===== src/cau_pkg.sv =====
// ----------------------------------------------------------------------------
// cau_pkg
// Shared types and constants for the complex arithmetic unit.
// ----------------------------------------------------------------------------
package cau_pkg;

  localparam int FIELD_W       = 32;
  localparam int KIND_W        = 3;
  localparam int DEF_FRAC_BITS = 16;
  localparam int DEF_WORD_BITS = 32;
  localparam int EPS_INV       = 100000;
  localparam int QUEUE_DEPTH   = 4;
  localparam int PROD_W        = 64;
  localparam int WIDE_W        = 66;
  localparam int ROOT_W        = 32;

  // Operation codes as they arrive on the bus
  localparam logic [KIND_W-1:0] KIND_ADD = 3'd0;
  localparam logic [KIND_W-1:0] KIND_SUB = 3'd1;
  localparam logic [KIND_W-1:0] KIND_MUL = 3'd2;
  localparam logic [KIND_W-1:0] KIND_DIV = 3'd3;
  localparam logic [KIND_W-1:0] KIND_MAG = 3'd4;

  typedef enum logic [2:0] {
    OP_ADD,
    OP_SUB,
    OP_MUL,
    OP_DIV,
    OP_MAG,
    OP_NONE
  } op_t;

  typedef struct packed {
    op_t                       op;
    logic signed [FIELD_W-1:0] a_re;
    logic signed [FIELD_W-1:0] a_im;
    logic signed [FIELD_W-1:0] b_re;
    logic signed [FIELD_W-1:0] b_im;
  } item_t;

  typedef struct packed {
    logic [FIELD_W-1:0] re;
    logic [FIELD_W-1:0] im;
    logic               err;
    logic               sat;
  } res_t;

  // Request handshake between stages
  typedef struct packed {
    logic valid;
    logic ready;
  } hs_t;

endpackage


===== src/cau_queue.sv =====
// ----------------------------------------------------------------------------
// cau_queue
// Small flop FIFO between the front and back ends.
// ----------------------------------------------------------------------------
module cau_queue
  import cau_pkg::*;
#(
  parameter int DEPTH = QUEUE_DEPTH
)
(
  input  logic  clk,
  input  logic  rst_n,
  input  logic  push_valid,
  output logic  push_ready,
  input  item_t push_item,
  output logic  pop_valid,
  input  logic  pop_ready,
  output item_t pop_item
);

  localparam int AW = (DEPTH > 1) ? $clog2(DEPTH) : 1;

  item_t         mem_r [DEPTH];
  logic [AW-1:0] wr_ptr_r;
  logic [AW-1:0] rd_ptr_r;
  logic [AW:0]   cnt_r;
  logic          push;
  logic          pop;

  assign push_ready = (cnt_r != (AW+1)'(DEPTH));
  assign pop_valid  = (cnt_r != '0);
  assign pop_item   = mem_r[rd_ptr_r];
  assign push       = push_valid && push_ready;
  assign pop        = pop_valid && pop_ready;

  // Pointers and fill count
  always_ff @(posedge clk) begin
    if (!rst_n) begin
      wr_ptr_r <= '0;
      rd_ptr_r <= '0;
      cnt_r    <= '0;
    end else begin
      if (push) begin
        wr_ptr_r <= (wr_ptr_r == AW'(DEPTH-1)) ? '0 : wr_ptr_r + AW'(1);
      end
      if (pop) begin
        rd_ptr_r <= (rd_ptr_r == AW'(DEPTH-1)) ? '0 : rd_ptr_r + AW'(1);
      end
      if (push && !pop) begin
        cnt_r <= cnt_r + (AW+1)'(1);
      end else if (pop && !push) begin
        cnt_r <= cnt_r - (AW+1)'(1);
      end
    end
  end

  // Storage
  always_ff @(posedge clk) begin
    if (push) begin
      mem_r[wr_ptr_r] <= push_item;
    end
  end

endmodule


===== config.mk =====
export PLATFORM = sky130hd
export DESIGN_NAME = cau_queue
export DESIGN_NICKNAME = d
export VERILOG_FILES = /design/src/cau_pkg.sv /design/src/cau_queue.sv
export SDC_FILE = /design/constraint.sdc
export NUM_CORES = 1
export LEC_CHECK = 0
export BUFFER_PORTS_ARGS = -buffer_cell sky130_fd_sc_hd__clkbuf_2
export CAP_MARGIN = 25
export CELL_PAD_IN_SITES_DETAIL_PLACEMENT = 1
export CELL_PAD_IN_SITES_GLOBAL_PLACEMENT = 1
export CORE_MARGIN = 2
export CORE_UTILIZATION = 40
export DETAILED_ROUTE_END_ITERATION = 8
export PLACE_DENSITY_LB_ADDON = 0.1
export SYNTH_ARGS = -nofsm -noshare
export SYNTH_HDL_FRONTEND = slang
export SYNTH_SLANG_ARGS = --single-unit
export TNS_END_PERCENT = 1

===== constraint.sdc =====
create_clock -name clk -period 2.8 [get_ports clk]
set_clock_uncertainty 0.1 [all_clocks]
set_input_delay 0.56 -clock clk [delete_from_list [all_inputs] [get_ports clk]]
set_output_delay 0.56 -clock clk [all_outputs]
set_load 0.02 [all_outputs]

==> impl_metrics.json <==
{
  "status": "completed",
  "routed_wl_um": 39700,
  "antenna_found_initial": 5,
  "portBuffers": 267,
  "num_io_pins": 268,
  "r2r_slack_ns": 0.27,
  "fmax_mhz": 365,
  "cp_data_arrival_time_ns": 2.08,
  "wire_per_inst_um": 23.1,
  "first_pass_iters": 4,
  "syn_inst": 736,
  "initial_utilization": 0.406,
  "cts_tree": "yes",
  "relSlewSlack": 0.633,
  "cellPowerDensity_nw_per_um2": 931,
  "die_w_um": 224,
  "first_iter_violations": 538,
  "final_antenna_net_count": 0,
  "whs_ns": 0.0807,
  "ys_types": 27,
  "leakagePower_nw": 7.87,
  "tightestPinTransition_ns": 0.546,
  "avgSynthCellArea_um2": 26.3,
  "power_frac_seq": 0.451,
  "fin_cells": 1721,
  "ctsRootBufferMaster": "clkbuf_16",
  "p_clk_frac": 0.306,
  "final_util": 0.492,
  "ys_top_cells_by_area": "edfxtp_1, mux4_2, dfxtp_1, buf_6, buf_2",
  "path_class": "reg -> out",
  "multi_input_area_um2": 3250,
  "grt_overflow": 0,
  "p_total_mw": 21.9,
  "vdd_drop_max_uv": 605,
  "yosysTopAreaCellShare": 0.812,
  "cts_buffers": 56,
  "rsz0062_at_grt": "true",
  "drv_slew": 0,
  "routed-via-count": 8732,
  "path_max_fanout": 29,
  "synth_fp_nets": 878,
  "routed_via_density": 5.07,
  "row_count": 80,
  "synth_seq_area_share": 0.821,
  "cp-end-kind": "primary output",
  "final.setup.tns_ns": 0,
  "maxCapViolCount": 0,
  "flow.area_growth_from_synthesis_pct": 21.2,
  "core_area_um2": 47700,
  "gp_congestion": 0.699,
  "switching_share": 0.282,
  "clk_latency_ns": 0.59,
  "synth_warnings": 0,
  "p_sw_mw": 6.16,
  "synth_top_flop_cell": "edfxtp_1",
  "min_path_type": "in -> reg",
  "grt_pass1_wl_um": 60400,
  "startpoint_type": "flip-flop",
  "synth_edf_count": 524,
  "fillCellCount": 4294,
  "place_area_um2": 21700,
  "finish.instance_area_um2": 23500,
  "required_ns": 2.14,
  "ys_async_sr_fraction": 0,
  "layout_common_cells": "edfxtp_1, clkbuf_2, mux4_2",
  "post-place-cells": 1612,
  "grt_usage": 0.161,
  "drive_above_1_share": 0.462,
  "ys_ff_latch": 533,
  "fin_nets": 1201,
  "synth_top_cell_by_area": "edfxtp_1",
  "route.detailed.drc": 0,
  "grt_max_degree": 74,
  "grt_pass1_vias": 9784,
  "clock_path_buffers": 3,
  "layout_commonest_cell": "edfxtp_1",
  "clkSinkCount": 533,
  "dieHeight_um": 224,
  "finalHoldViolCount": 0,
  "period_share": 0.978,
  "fin_ws_ns": 0.0630,
  "hpwlAfterDp_um": 24400,
  "setup_viol": 0,
  "min_period_ns": 2.74,
  "pwr-share-comb": 0.243,
  "ctsHtreeMaxLevel": 2,
  "post-place-ws_ns": 0.254,
  "syn-cell-area_um2": 19400,
  "internal_power_mw": 15.7,
  "path_clk_slew_ns": 0.06,
  "regArea_um2": 15900,
  "die_area_um2": 50200
}
worst paths after layout:
kind	endpoint	start	cells after the start
worst max register to register	cnt_r[2]	cnt_r[1]	7
worst min-delay path	mem_r[0][71]	push_item[71]	1
worst max-delay path	pop_item[73]	flip-flop	4
worst min register to register	wr_ptr_r[1]	wr_ptr_r[1]	2
synthesized netlist by cell type, types with 2 or more instances:
cell type  instances
buf_4              2
ha_1               6
or3_2              2
nand2_1            5
buf_6             10
mux2i_1            2
inv_1              3
mux4_2           131
nor2_1             2
nand3_1            2
clkbuf_1           4
buf_2             15
and3_2             4
o21ai_0            4
edfxtp_1         524
dfxtp_1            9
cell families (layout without fill, tap and decap cells):
group	count (synthesis)	count (layout)	share of synthesized area
DFF	533	533	0.821
and+or+nand+nor	20	20	0.00607
AOI/OAI and AO/OA	6	6	0.00181
other	0	1	0
buffers and inverters	35	404	0.0121
adders and majority gates	7	7	0.00491
xor gates and xnor gates	2	2	0.000904
muxes	133	133	0.153
worst max-delay path, stage by stage (launching register included):
cell,delay (ns)
dfxtp_4,0.38
buf_12,0.12
buf_16,0.24
mux4_2,0.55
buf_2,0.18
layer usage:
layer  track usage  routed length (um)
met3        0.0517                2620
met2         0.258               19400
met4        0.0391                 585
met1         0.215               17000
met5             0                  53
area by class of cell:
cell class / instances / share of cell area
tap: 615 / 0.0327
multi-input combinational: 168 / 0.138
sequential: 533 / 0.678
inverter: 3 / 0.000479
antenna: 1 / 0.000107
clock inverter: 33 / 0.00751
timing repair buffer: 297 / 0.0802
clock buffer: 71 / 0.0629
power by group through the flow:
stage	Clock [mW]	Combinational [mW]	Sequential, mW
6_report	6.69	5.31	9.88
3_3_place_gp	0	5.23	10.1
3_5_place_dp	0	5.25	10.1
5_1_grt	7.19	5.71	9.95
2_1_floorplan	0	3.47	9.99
4_1_cts	6.92	5.40	9.89
state kept, by name, summed over array words and instances, names as in the netlist, named ones only:
name      count
cnt_r         3
mem_r       524
rd_ptr_r      2
wr_ptr_r      2
what timing repair did:
action                                  in CTS  in global routing
buffers inserted                             4                  0
hold buffers                                 0                  0
gates resized for setup                      8                 70
endpoints found under the setup margin     126                 84
Note: power is estimated with default switching activity, not from simulation.
