File: config.mk
export PLATFORM = sky130hd
export DESIGN_NAME = cau_front
export DESIGN_NICKNAME = d
export VERILOG_FILES = /design/src/cau_pkg.sv /design/src/cau_front.sv
export SDC_FILE = /design/constraint.sdc
export NUM_CORES = 1
export LEC_CHECK = 0
export ABC_AREA = 1
export ABC_CLOCK_PERIOD_IN_PS = 13800
export BUFFER_PORTS_ARGS = -buffer_cell sky130_fd_sc_hd__buf_2
export CORE_AREA = 2 2 106 108
export CTS_BUF_LIST = sky130_fd_sc_hd__clkbuf_4
export CTS_CLUSTER_DIAMETER = 30
export DETAILED_ROUTE_END_ITERATION = 6
export DIE_AREA = 0 0 108 110
export PLACE_DENSITY = 0.73
export SLEW_MARGIN = 10
export SYNTH_ARGS = -nofsm -noshare
export SYNTH_HDL_FRONTEND = slang
export SYNTH_SLANG_ARGS = --single-unit
File: constraint.sdc
create_clock -name clk -period 13.8 [get_ports clk]
set_input_delay 2.07 -clock clk [delete_from_list [all_inputs] [get_ports clk]]
set_output_delay 2.07 -clock clk [all_outputs]
set_load 0.05 [all_outputs]
File: src/cau_pkg.sv
// ----------------------------------------------------------------------------
// cau_pkg
// Shared types and constants for the complex arithmetic unit.
// ----------------------------------------------------------------------------
package cau_pkg;

  localparam int FIELD_W       = 32;
  localparam int KIND_W        = 3;
  localparam int DEF_FRAC_BITS = 16;
  localparam int DEF_WORD_BITS = 32;
  localparam int EPS_INV       = 100000;
  localparam int QUEUE_DEPTH   = 4;
  localparam int PROD_W        = 64;
  localparam int WIDE_W        = 66;
  localparam int ROOT_W        = 32;

  // Operation codes as they arrive on the bus
  localparam logic [KIND_W-1:0] KIND_ADD = 3'd0;
  localparam logic [KIND_W-1:0] KIND_SUB = 3'd1;
  localparam logic [KIND_W-1:0] KIND_MUL = 3'd2;
  localparam logic [KIND_W-1:0] KIND_DIV = 3'd3;
  localparam logic [KIND_W-1:0] KIND_MAG = 3'd4;

  typedef enum logic [2:0] {
    OP_ADD,
    OP_SUB,
    OP_MUL,
    OP_DIV,
    OP_MAG,
    OP_NONE
  } op_t;

  typedef struct packed {
    op_t                       op;
    logic signed [FIELD_W-1:0] a_re;
    logic signed [FIELD_W-1:0] a_im;
    logic signed [FIELD_W-1:0] b_re;
    logic signed [FIELD_W-1:0] b_im;
  } item_t;

  typedef struct packed {
    logic [FIELD_W-1:0] re;
    logic [FIELD_W-1:0] im;
    logic               err;
    logic               sat;
  } res_t;

  // Request handshake between stages
  typedef struct packed {
    logic valid;
    logic ready;
  } hs_t;

endpackage

File: src/cau_front.sv
// ----------------------------------------------------------------------------
// cau_front
// Input stage: takes requests, decodes the operation kind, registers them.
// ----------------------------------------------------------------------------
module cau_front
  import cau_pkg::*;
(
  input  logic                      clk,
  input  logic                      rst_n,
  input  logic                      in_valid,
  output logic                      in_ready,
  input  logic [KIND_W-1:0]         in_kind,
  input  logic signed [FIELD_W-1:0] in_a_re,
  input  logic signed [FIELD_W-1:0] in_a_im,
  input  logic signed [FIELD_W-1:0] in_b_re,
  input  logic signed [FIELD_W-1:0] in_b_im,
  output hs_t                       fwd_hs_o,
  input  logic                      fwd_ready,
  output item_t                     fwd_item
);

  logic  valid_r;
  item_t item_r;
  item_t item_nxt;

  // Kind decode; unused codes produce an all-zero result
  always_comb begin
    item_nxt.a_re = in_a_re;
    item_nxt.a_im = in_a_im;
    item_nxt.b_re = in_b_re;
    item_nxt.b_im = in_b_im;
    unique case (in_kind)
      KIND_ADD: item_nxt.op = OP_ADD;
      KIND_SUB: item_nxt.op = OP_SUB;
      KIND_MUL: item_nxt.op = OP_MUL;
      KIND_DIV: item_nxt.op = OP_DIV;
      KIND_MAG: item_nxt.op = OP_MAG;
      default:  item_nxt.op = OP_NONE;
    endcase
  end

  assign in_ready       = !valid_r || fwd_ready;
  assign fwd_hs_o.valid = valid_r;
  assign fwd_hs_o.ready = in_ready;
  assign fwd_item       = item_r;

  // Holding register
  always_ff @(posedge clk) begin
    if (!rst_n) begin
      valid_r <= 1'b0;
    end else if (in_ready) begin
      valid_r <= in_valid;
    end
    if (in_valid && in_ready) begin
      item_r <= item_nxt;
    end
  end

endmodule

==> impl_metrics.json, run 1 <==
{
  "n_fill_cell": 885,
  "clockRootBuffer": "clkbuf_4",
  "seqCellArea_um2": 3950,
  "die_w_um": 108,
  "grt_pass1_vias": 2433,
  "syn_area_per_cell_um2": 27.9,
  "cts_buffer_depth": 2,
  "cts_sinks": 132,
  "max_freq_mhz": 217,
  "initial_core_util": 0.376,
  "grt_start_max_net_pins": 69,
  "setup_viol": 0,
  "synth_area_um2": 4020,
  "vdd_drop_max_mv": 0.101,
  "clkLatencyLatePin_ns": 0.48,
  "cts_setup_buffers": 0,
  "routed_wl_um": 8600,
  "finClkSkew_ns": 0.00906,
  "rsz0062_at_grt": "false",
  "wl_per_cell_um": 14.8,
  "rrSetupSlack_ns": 12.21,
  "post_cts_resized": 0,
  "clk_pin_slew_ns": 0.11,
  "place_congestion": 0.706,
  "finalPower_mw": 0.884,
  "synth-seq-cells": 132,
  "layout-drive-gt1-share": 0.684,
  "setup_tns_ns": 0,
  "portBuffers": 268,
  "fin_crit_ns": 4.61,
  "cp.required_ns": 11.73,
  "relSlewSlack": 0.452,
  "maxCapViolCount": 0,
  "timing.final.ws_setup_ns": 9.19,
  "holdBufCountCts": 0,
  "place_inst": 551,
  "worstSetupStartpointType": "primary input",
  "grt_first_pass_wirelength_um": 11800,
  "drc": 0,
  "drtAntennaViolNets": 0,
  "p_per_area_nw_per_um2": 151,
  "drt-initial-drc-count": 87,
  "ys_types": 11,
  "final_area_um2": 5860,
  "most-common-layout-cells": "buf_2, edfxtp_1, clkbuf_4",
  "cts_buffers": 17,
  "area_delta_synth_final_pct": 45.8,
  "hold_viol": 0,
  "rows": 38,
  "drv_slew": 0,
  "cts_tree": "yes",
  "crit_arrival_ns": 2.54,
  "grt-ovfl-total": 0,
  "worstPathMaxFanout": 3,
  "dpl_worst_slack_ns": 9.20,
  "post-route-util": 0.548,
  "nets": 565,
  "cts_max_level": 4,
  "syn-num-nets": 279,
  "synthCells": 144,
  "multi_input_comb_area_um2": 42.5,
  "fin_crit_sh": 0.334,
  "hp-class": "reg -> reg",
  "antenna_found_initial": 0,
  "fin_cells": 583,
  "core_um2": 10700,
  "n_antenna_cell": 0,
  "dieArea_um2": 11900,
  "yosysSeqAreaShare": 0.984,
  "groute.usage.overall": 0.141,
  "die_h_um": 110,
  "yosys_warnings": 0,
  "p_leak_nw": 2.54,
  "whs_ns": 0.557,
  "io_pins": 269,
  "via_per_inst": 4.19,
  "dr.pass1.iters": 4,
  "place_area_um2": 5540,
  "status": "complete, no violations",
  "setup.worst_path.class": "in -> out",
  "layout_commonest_cell": "buf_2",
  "cp-end-kind": "output port",
  "vias": 2445,
  "dp_hpwl_um": 6570,
  "tightest_slew_ns": 0.822
}
==> cells in the mapped netlist <==
cell | n | area, um2
a21o_1 | 1 | 7.51
a21oi_1 | 1 | 5.00
a21oi_2 | 1 | 8.76
buf_4 | 2 | 15.0
clkbuf_1 | 1 | 3.75
dfxtp_1 | 1 | 20.0
edfxtp_1 | 131 | 3930
inv_1 | 3 | 11.3
inv_2 | 1 | 3.75
nand2_2 | 1 | 6.26
nor2_1 | 1 | 3.75
==> report_power, final <==
group          switching [mW]  leakage [nW]  internal, mW
combinational           0.103          1.10        0.0288
sequential            0.00530          1.28         0.469
clock                   0.128         0.162         0.150
total                   0.236          2.54         0.647
==> logic make-up (layout without fill, tap and decap cells) <==
family | Yosys count | count (layout) | synth area share
AO/OA/AOI/OAI | 3 | 3 | 0.00529
flip-flops | 132 | 132 | 0.984
AND/OR/NAND/NOR | 2 | 2 | 0.00249
buffers and inverters | 7 | 306 | 0.00840
==> critical path, cell delays in order <==
cell	delay [ns]
buf_2	0.08
inv_2	0.04
nand2_2	0.08
buf_2	0.26
==> sequential cells by signal, summed over array words and instances (netlist names) <==
register / flops
valid_r: 1
fwd_item: 131
==> final timing paths <==
kind | from | endpoint | cells past startpoint
worst max-delay path | fwd_ready | fwd_hs_o[0] | 4
worst min-delay path | valid_r | valid_r | 2
worst max register to register | valid_r | fwd_item[117] | 2
worst min register to register | valid_r | valid_r | 2
==> cell type report <==
class / count / area share
clock buffers: 21 / 0.0269
well taps: 140 / 0.0299
clock inverters: 11 / 0.0271
repair buffers: 270 / 0.231
inverters: 4 / 0.00256
flip-flops and latches: 132 / 0.675
multi-input cells: 5 / 0.00726
==> metal layers <==
layer	routed length, um	GRT usage	part of all wire	vias to the layer above
li1	-	-	-	1145
met1	2870	0.133	0.33	1128
met2	4490	0.244	0.52	165
met3	1140	0.0852	0.13	7
met4	94	0.0632	0.011	0
met5	0	0	0	-
Power figures use the tool's default switching activity.
==> run 2: changes to the inputs <==
--- a/config.mk
+++ b/config.mk
@@ -6,14 +6,14 @@
 export NUM_CORES = 1
 export LEC_CHECK = 0
 export ABC_AREA = 1
-export ABC_CLOCK_PERIOD_IN_PS = 13800
+export ABC_CLOCK_PERIOD_IN_PS = 3790
 export BUFFER_PORTS_ARGS = -buffer_cell sky130_fd_sc_hd__buf_2
-export CORE_AREA = 2 2 106 108
+export CORE_MARGIN = 1
+export CORE_UTILIZATION = 39
 export CTS_BUF_LIST = sky130_fd_sc_hd__clkbuf_4
 export CTS_CLUSTER_DIAMETER = 30
 export DETAILED_ROUTE_END_ITERATION = 6
-export DIE_AREA = 0 0 108 110
-export PLACE_DENSITY = 0.73
+export PLACE_DENSITY = 0.79
 export SLEW_MARGIN = 10
 export SYNTH_ARGS = -nofsm -noshare
 export SYNTH_HDL_FRONTEND = slang
==> constraint.sdc (replaced) <==
create_clock -name clk -period 3.79 [get_ports clk]
set_input_delay 0.5685 -clock clk [delete_from_list [all_inputs] [get_ports clk]]
set_output_delay 0.5685 -clock clk [all_outputs]
set_load 0.05 [all_outputs]
==> impl_metrics.json, run 2 (synthesis results as in run 1) <==
{
  "status": "complete, no violations",
  "p_leak_nw": 2.55,
  "startpoint": "valid_r",
  "area_delta_synth_final_pct": 46.4,
  "clk_pin_slew_ns": 0.11,
  "worstSetupStartpointType": "register",
  "max_freq_mhz": 555,
  "portBuffers": 268,
  "fin_crit_ns": 1.80,
  "wl_per_cell_um": 14.8,
  "vdd_drop_max_mv": 0.332,
  "dp_hpwl_um": 6200,
  "layout-drive-gt1-share": 0.688,
  "maxCapViolCount": 0,
  "crit_path_top_delay_cell": "dfxtp_1",
  "setup_tns_ns": 0,
  "hp-class": "in -> reg",
  "critical_path.top_delay_family": "flip-flops",
  "via_per_inst": 4.24,
  "dieArea_um2": 10700,
  "initial_core_util": 0.407,
  "drt-initial-drc-count": 83,
  "core_um2": 9860,
  "relSlewSlack": 0.532,
  "nets": 564,
  "cts_setup_buffers": 0,
  "place_congestion": 0.739,
  "dr.pass1.iters": 4,
  "largest_reg_flops": 131,
  "cts_buffers": 17,
  "groute.usage.overall": 0.161,
  "rsz0062_at_grt": "false",
  "tightest_slew_ns": 0.702,
  "cp_num_buf_inv": 1,
  "p_per_area_nw_per_um2": 560,
  "die_w_um": 104,
  "worstPathMaxFanout": 3,
  "cp-end-kind": "output port",
  "crit_arrival_ns": 1.23,
  "cp.required_ns": 3.22,
  "drc": 0,
  "crit_end": "fwd_hs_o[0]",
  "cts_tree": "yes",
  "rrSetupSlack_ns": 2.26,
  "setup_viol": 0,
  "die_h_um": 104,
  "grt-ovfl-total": 0,
  "cts_sinks": 132,
  "fin_crit_sh": 0.475,
  "most-common-layout-cells": "buf_2, edfxtp_1, clkbuf_4",
  "finalPower_mw": 3.30,
  "setup.worst_path.class": "reg -> out",
  "cts_buffer_depth": 2,
  "drtAntennaViolNets": 0,
  "cp_num_cells": 2,
  "antenna_found_initial": 0,
  "clockRootBuffer": "clkbuf_4",
  "post_cts_resized": 0,
  "path_cells": "nand2_2 -> buf_2",
  "n_antenna_cell": 0,
  "vias": 2436,
  "layout_commonest_cell": "buf_2",
  "regToRegStartpoint": "valid_r",
  "grt_pass1_vias": 2553,
  "io_pins": 269,
  "r2r_cells": 2,
  "clkLatencyLatePin_ns": 0.50,
  "holdBufCountCts": 0,
  "cts_max_level": 4,
  "final_area_um2": 5880,
  "cpPeakStageDelay_ns": 0.43,
  "grt_first_pass_wirelength_um": 12500,
  "drv_slew": 0,
  "place_area_um2": 5540,
  "hold_viol": 0,
  "grt_start_max_net_pins": 132,
  "routed_wl_um": 8530,
  "finClkSkew_ns": 0.0116,
  "r2r_end": "fwd_item[19]",
  "rows": 36
}
-- run 2: worst min path at each step --
| stage | startpoint | to | slack (ns) | cells past startpoint |
|---|---|---|---|---|
| 3_5_place_dp | valid_r | valid_r | 0.55 | 2 |
| 4_1_cts | in_b_im[26] | fwd_item[26] | 0.17 | 1 |
| 2_1_floorplan | in_b_im[0] | fwd_item[0] | 0.67 | 0 |
| 3_3_place_gp | valid_r | valid_r | 0.52 | 2 |
| 5_1_grt | in_b_im[20] | fwd_item[20] | 0.14 | 1 |
| 6_report | in_b_re[15] | fwd_item[47] | 0.23 | 1 |
-- run 2: where the power goes --
group / switching [mW] / internal, mW / leakage [nW]
logic: 0.376 / 0.106 / 1.10
registers: 0.0192 / 1.71 / 1.28
clock network: 0.497 / 0.595 / 0.179
total: 0.892 / 2.41 / 2.55
-- run 2: area by class of cell --
type / instances / area, um2
timing repair buffer: 269 / 1360
inverter: 4 / 15.0
multi-input combinational: 5 / 42.5
clock inverter: 14 / 210
fill: 759 / 3980
sequential: 132 / 3950
tap: 133 / 166
clock buffer: 18 / 135
-- run 2: worst reg2reg max path: cells and delay by family, from the launching register on --
kind	cells	cell delay (ns)
buffers and inverters	1	0.49
flip-flops	1	0.37
AO/OA/AOI/OAI	1	0.18
-- run 2: layer usage --
metal	up-vias	track usage	part of all wire
li1	1144	-	-
met1	1121	0.161	0.36
met2	160	0.274	0.52
met3	11	0.0793	0.10
met4	0	0.0849	0.015
met5	-	0	0
-- run 2: metrics by stage --
stage	std cells	setup WS, ns	util	hold slack, ns
after floorplan	144	0.534	-	0.667
after global placement	543	2.01	0.562	0.518
after detailed placement	543	1.98	0.562	0.547
after CTS	575	1.91	0.597	0.168
after global routing	575	1.88	0.597	0.138
final	575	1.99	0.597	0.234
